$ cat config.mk
export PLATFORM = sky130hd
export DESIGN_NAME = pltint_ctrl
export DESIGN_NICKNAME = d
export VERILOG_FILES = /design/src/sv/pltint_pkg.sv /design/src/sv/pltint_ctrl.sv
export SDC_FILE = /design/constraint.sdc
export NUM_CORES = 1
export LEC_CHECK = 0
export BUFFER_PORTS_ARGS = -buffer_cell sky130_fd_sc_hd__buf_2
export CAP_MARGIN = 25
export CORE_ASPECT_RATIO = 0.9
export CORE_MARGIN = 3
export CORE_UTILIZATION = 54
export DETAILED_ROUTE_END_ITERATION = 6
export HOLD_SLACK_MARGIN = 0.15
export PLACE_DENSITY = 0.9
export SLEW_MARGIN = 30
export SYNTH_ARGS = -nofsm -noshare
export SYNTH_HDL_FRONTEND = slang
export SYNTH_SLANG_ARGS = --single-unit
$ cat constraint.sdc
create_clock -name clk -period 4.3 [get_ports clk]
set_clock_uncertainty 0.2 [all_clocks]
set_input_delay 0.43 -clock clk [delete_from_list [all_inputs] [get_ports clk]]
set_output_delay 0.43 -clock clk [all_outputs]
set_load 0.02 [all_outputs]
$ cat src/sv/pltint_pkg.sv
// Shared types and constants of the piecewise linear table interpolator.
// Used by the controller, the datapath and the top level; depends on nothing.
`timescale 1ns / 1ps
`default_nettype none

package pltint_pkg;

    localparam int MAX_POINTS_DEF = 32;
    localparam int VAL_W          = 32;
    localparam int IDX_W          = 5;
    localparam int CFG_W          = 6;
    localparam int QBITS          = 34;
    localparam int DCNT_W         = 6;

    localparam logic [CFG_W-1:0] POINTS_RST = 6'd2;
    localparam logic [QBITS-1:0] QUOT_CLAMP = {1'b1, 33'b0};

    localparam logic ACT_WRITE = 1'b0;
    localparam logic ACT_EVAL  = 1'b1;

    typedef enum logic [1:0] {
        REGION_INSIDE = 2'd0,
        REGION_BELOW  = 2'd1,
        REGION_ABOVE  = 2'd2
    } region_t;

    typedef struct packed {
        logic wr_point;
        logic start;
        logic cnt_clr;
        logic cnt_inc;
        logic first_step;
        logic scan_step;
        logic res_above;
        logic res_below;
        logic res_r0;
        logic res_zero;
        logic res_sum;
        logic diff;
        logic mul;
        logic neg;
        logic div_init;
        logic div_step;
        logic out_load;
    } cmd_t;

    typedef struct packed {
        logic ge_last;
        logic le_first;
        logic scan_done;
        logic found;
        logic seg_flat;
        logic div_ovf;
        logic div_done;
    } status_t;

endpackage

`default_nettype wire

$ cat src/sv/pltint_ctrl.sv
// Sequencing state machine of the interpolator: handshakes, search, divide steps.
// Depends on pltint_pkg; drives the datapath through cmd_t, reads status_t.
`timescale 1ns / 1ps
`default_nettype none

module pltint_ctrl
    import pltint_pkg::*;
(
    input  wire logic    clk,
    input  wire logic    rst_n,
    input  wire logic    in_valid,
    output logic         in_ready,
    input  wire logic    in_action,
    output logic         out_valid,
    input  wire logic    out_ready,
    output cmd_t         cmd,
    input  wire status_t st
);

    typedef enum logic [11:0] {
        ST_IDLE     = 12'b0000_0000_0001,
        ST_RDLAST   = 12'b0000_0000_0010,
        ST_CHKLAST  = 12'b0000_0000_0100,
        ST_CHKFIRST = 12'b0000_0000_1000,
        ST_SCAN     = 12'b0000_0001_0000,
        ST_SEG      = 12'b0000_0010_0000,
        ST_MUL      = 12'b0000_0100_0000,
        ST_NEG      = 12'b0000_1000_0000,
        ST_DINIT    = 12'b0001_0000_0000,
        ST_DIV      = 12'b0010_0000_0000,
        ST_SAT      = 12'b0100_0000_0000,
        ST_OUT      = 12'b1000_0000_0000
    } state_t;

    state_t state_reg, state_next;
    logic   out_valid_reg;
    logic   accept;

    assign in_ready  = (state_reg == ST_IDLE);
    assign accept    = in_valid && in_ready;
    assign out_valid = out_valid_reg;

    always_comb
    begin
        cmd        = '0;
        state_next = state_reg;
        unique case (state_reg)
            ST_IDLE:
            begin
                if (accept)
                begin
                    if (in_action == ACT_EVAL)
                    begin
                        cmd.start  = 1'b1;
                        state_next = ST_RDLAST;
                    end
                    else
                    begin
                        cmd.wr_point = 1'b1;
                    end
                end
            end
            ST_RDLAST:
            begin
                cmd.cnt_clr = 1'b1;
                state_next  = ST_CHKLAST;
            end
            ST_CHKLAST:
            begin
                if (st.ge_last)
                begin
                    cmd.res_above = 1'b1;
                    state_next    = ST_OUT;
                end
                else
                begin
                    cmd.cnt_inc = 1'b1;
                    state_next  = ST_CHKFIRST;
                end
            end
            ST_CHKFIRST:
            begin
                if (st.le_first)
                begin
                    cmd.res_below = 1'b1;
                    state_next    = ST_OUT;
                end
                else
                begin
                    cmd.first_step = 1'b1;
                    cmd.cnt_inc    = 1'b1;
                    state_next     = ST_SCAN;
                end
            end
            ST_SCAN:
            begin
                cmd.scan_step = 1'b1;
                if (st.scan_done)
                begin
                    state_next = ST_SEG;
                end
                else
                begin
                    cmd.cnt_inc = 1'b1;
                end
            end
            ST_SEG:
            begin
                if (!st.found)
                begin
                    cmd.res_zero = 1'b1;
                    state_next   = ST_OUT;
                end
                else if (st.seg_flat)
                begin
                    cmd.res_r0 = 1'b1;
                    state_next = ST_OUT;
                end
                else
                begin
                    cmd.diff   = 1'b1;
                    state_next = ST_MUL;
                end
            end
            ST_MUL:
            begin
                cmd.mul    = 1'b1;
                state_next = ST_NEG;
            end
            ST_NEG:
            begin
                cmd.neg    = 1'b1;
                state_next = ST_DINIT;
            end
            ST_DINIT:
            begin
                cmd.div_init = 1'b1;
                state_next   = st.div_ovf ? ST_SAT : ST_DIV;
            end
            ST_DIV:
            begin
                cmd.div_step = 1'b1;
                if (st.div_done)
                begin
                    state_next = ST_SAT;
                end
            end
            ST_SAT:
            begin
                cmd.res_sum = 1'b1;
                state_next  = ST_OUT;
            end
            ST_OUT:
            begin
                if (!out_valid_reg || out_ready)
                begin
                    cmd.out_load = 1'b1;
                    state_next   = ST_IDLE;
                end
            end
            default:
            begin
                state_next = ST_IDLE;
            end
        endcase
    end

    always_ff @(posedge clk or negedge rst_n)
    begin
        if (!rst_n)
        begin
            state_reg     <= ST_IDLE;
            out_valid_reg <= 1'b0;
        end
        else
        begin
            state_reg <= state_next;
            if (cmd.out_load)
            begin
                out_valid_reg <= 1'b1;
            end
            else if (out_ready)
            begin
                out_valid_reg <= 1'b0;
            end
        end
    end

endmodule

`default_nettype wire

; ---- Word level (Yosys, flattened, before mapping)
; Cells that the tools add are included.
[totals]
regBits = 13
input_bits = 12
output_inout_bits = 19
wordCells = 66
[classes]
eq_ne = 17
muxes = 42
n_reduce_logical = 5
[op_table]
columns = operator, count
row1 = 12-bit one-hot mux with 12 select lines, 1
row2 = 12-bit 2-to-1 mux, 9
row3 = 1-bit 2-to-1 mux, 26
row4 = 12-bit by 1-bit == test with 1-bit output (second input constant), 1
row5 = 12-bit by 10-bit == test with 1-bit output (second input constant), 1
row6 = 12-bit by 11-bit == test with 1-bit output (second input constant), 1
row7 = 12-bit == test (second input constant), 1
row8 = 12-bit by 2-bit == test with 1-bit output (second input constant), 1
row9 = 12-bit by 3-bit == test with 1-bit output (second input constant), 1
row10 = 12-bit by 4-bit == test with 1-bit output (second input constant), 1
row11 = 12-bit by 5-bit == test with 1-bit output (second input constant), 1
row12 = 12-bit by 6-bit == test with 1-bit output (second input constant), 1
row13 = 12-bit by 7-bit == test with 1-bit output (second input constant), 1
row14 = 12-bit by 8-bit == test with 1-bit output (second input constant), 1
row15 = 12-bit by 9-bit == test with 1-bit output (second input constant), 1
row16 = 11-bit 2-to-1 mux, 1
row17 = 2-bit 2-to-1 mux, 4
row18 = 2-bit inequality test (second input constant), 3
row19 = 5-bit AND reduction, 1
row20 = 2-bit by 1-bit inequality test with 1-bit output (second input constant), 2
row21 = 1-bit one-hot mux with 3 select lines, 1
row22 = 2-bit nonzero test, 1
row23 = 1-bit logical AND, 1
row24 = 1-bit logical NOT, 1
row25 = 1-bit logical OR, 1

; ---- Logic depth before layout (Yosys ltp)
[logic_depth]
ltp_word = 5
ltp_mapped = 6
mapped_depth_nobuf = 5

; ---- Worst setup path after synthesis
; No wires, ideal clock.
[synth_timing]
path_type = register -> output
startpoint = reg state_reg[5]
endpoint = out cmd[13] in the netlist's numbering
t_arrival_ps = 1764
t_required_ps = 3670
slack_ps = 1906
path_stages_with_launch = 7
path_buffers = 1
path_cell_list = dfrtp_1 buf_4 nor4_4 and3_1 and3b_1 or2b_1 or2_1
[synth_lines]
columns = item, line_no
row1 = from (decl), pltint_ctrl.sv:35  ; state_t state_reg, state_next;
row2 = from (signal assigned), pltint_ctrl.sv:177  ; state_reg <= state_next;
row3 = to (decl), pltint_ctrl.sv:16  ; output cmd_t cmd,

==> impl_metrics.yaml <==
critical_path:
  cp.arrival_ps: 2180
  criticalPathCategory: "register to primary output"
  crit_family: "simple AND/OR/NAND/NOR gates"
  end_kind: "primary output"
  required_ps: 3670
  critical_path_buf_inv_count: 1
  critical_path_peak_fanout: 10
  cpPeakStageDelay_ps: 510
  critPathSlowestCell: "dfrtp_1"
  path_cells: "nor4_4 -> nand2_2 -> or3_4 -> nor3b_2 -> buf_2"
  critPathLaunchType: "register"
yosys:
  synth_nets: 122
  yosys_warnings: 0
  ys_types: 38
  async_flop_share: 1.00
  yosysSeqAreaShare: 0.330
  synth_edf_count: 0
  synth_top_area_cell: "dfrtp_1"
  syn_avg_cell_area_sq_um: 8.99
  synth_area_sq_um: 988
  ys_top_cells_by_area: "dfrtp_1, nor4_4, nor3b_2"
  ys_seq_elements: 13
  synth_top_flop_cell: "dfrtp_1"
  yosysTopAreaCellShare: 0.304
  syn_inst: 110
cts:
  cts_resized: 0
  cts_root_buffer: "clkbuf_4"
  cts_tree: "yes"
  clock_latency_ps: 290
  cts_buffer_depth: 2
  cts_setup_buffers: 0
  cts_sinks: 13
  cts_buffers: 3
  ctsHtreeMaxLevel: 1
  clk_pin_slew_ps: 80
layout:
  final_util: 0.692
  final_cell_mix: "buf_2, nor2_1, dfrtp_1"
  syn_to_final_growth_pct: 19.0
  drive_gt1_frac: 0.314
  n_antenna_cell: 0
  seqCellArea_sq_um: 327
  fin_nets: 153
  fillers: 140
  largest_reg_flops: 12
  multi_input_area_sq_um: 612
  final_common_cell: "buf_2"
grt:
  use_met2: 0.365
  top_usage_layer: "met2"
  grt_use_met1: 0.258
  grt_pass1_wl_microns: 3730
  grt.overflow.total: 0
  antenna_found_initial: 0
  track_usage: 0.212
  use_met3: 0.0712
  grt_start_max_net_pins: 14
  grt_pass1_vias: 854
floorplanning:
  dieArea_sq_um: 2380
  die_w_microns: 51.1
  die_h_microns: 46.6
  core_area_sq_um: 1700
  initial_core_util: 0.582
  rows: 14
  ioPinCount: 31
sta:
  finalCritPeriodShare: 0.653
  rsz0062_at_grt: "no"
  drv_slew: 0
  relSlewSlack: 0.682
  setup_viol: 0
  tightest_slew_ps: 473
  post-route-min-period_ps: 2810
  tns_ps: 0
  hold_violations: 0
  max_freq_mhz: 356
place:
  io_buffer_count: 30
  place.gp.congestion: 0.906
  dp_hpwl_microns: 1750
routing:
  dr.first_iter.drc_count: 28
  totalWireLength_microns: 2320
  antenna_left: 0
  vias: 947
  avgViaCountPerCell: 5.77
  drc: 0
  wire_per_inst_microns: 14.2
  firstDrtPassIters: 4
flow_run:
  cap_violations: 0
hold_path:
  hold_path.class: "primary input to register"
outcome:
  status: "completed"
pwr:
  leakage_uw: 0.000605
  peakVddDrop_mv: 0.321
  power_density_nw_per_um2: 362
-- cells by family (layout without fill, tap and decap cells) --
family | Yosys count | count (layout) | synth area share
AOI/OAI and AO/OA | 10 | 10 | 0.0747
xor gates and xnor gates | 4 | 4 | 0.0354
buffers and inverters | 9 | 39 | 0.0506
DFF | 13 | 13 | 0.330
and+or+nand+nor | 74 | 74 | 0.509
-- synth_stat cells, drive strengths merged (2+ instances only) --
| cell | instances |
|---|---|
| nor2b | 6 |
| inv | 3 |
| nand2 | 9 |
| xor2 | 3 |
| nand3 | 5 |
| o2111ai | 2 |
| and4 | 2 |
| nand4 | 4 |
| or4 | 2 |
| nor3 | 4 |
| dfrtp | 12 |
| buf | 6 |
| nor4b | 4 |
| nor2 | 12 |
| a211oi | 2 |
| nand2b | 2 |
| nor3b | 4 |
| and3 | 6 |
| nor4 | 7 |
-- layout make-up --
cell class,count,share of cell area
Multi-Input combinational cell,88,0.520
Timing Repair Buffer,32,0.145
Inverter,3,0.00957
Tap cell,24,0.0255
Clock buffer,4,0.0223
Sequential cell,13,0.278
-- timing repair --
action                                 4_1_cts  5_1_grt
hold buffers                                 2        0
endpoints found under the hold margin       14        0
setup endpoints to repair                    0        0
-- report_power, final --
| group | leakage, uW | internal [uW] | total (uW) | switching (uW) |
|---|---|---|---|---|
| Combinational | 0.000413 | 80.0 | 189 | 109 |
| Clock | 0.0000150 | 36.1 | 79.1 | 43.0 |
| Sequential | 0.000177 | 136 | 158 | 22.3 |
| Total | 0.000605 | 252 | 426 | 174 |
-- worst register-to-register path: stages, from the launching register on --
cell,delay (ps)
dfrtp_1,510
nand2b_1,260
or4_1,440
o2111ai_1,310
or4_1,170
nand2_1,50
-- metrics by stage --
stage	power [uW]	worst slack, ps	cell area, sq um	std cells	hold slack [ps]
floorplan	299	1910	988	110	-65.6
global placement	339	1870	1130	158	135
detailed placement	345	1820	1130	158	138
CTS	427	1500	1180	164	171
global route	454	1300	1180	164	168
finish	426	1490	1180	164	169
-- worst paths after layout --
check	start	to	slack, ps	cells past startpoint
hold / removal	out_ready	out_valid	170	2
setup reg to reg	state_reg[8]	state_reg[0]	2300	5
max in group asynchronous	rst_n	state_reg[0]	3260	2
hold reg to reg	out_valid	out_valid	370	2
min in group asynchronous	rst_n	state_reg[10]	360	2
setup / recovery	state_reg[8]	cmd[4]	1490	5
-- per-layer routing --
| layer | up-vias | part of all wire |
|---|---|---|
| met3 | 2 | 0.052 |
| met5 | - | 0 |
| met2 | 30 | 0.51 |
| met1 | 446 | 0.43 |
| met4 | 0 | 0.0043 |
| li1 | 469 | - |
(Power assumes the default switching activity.)
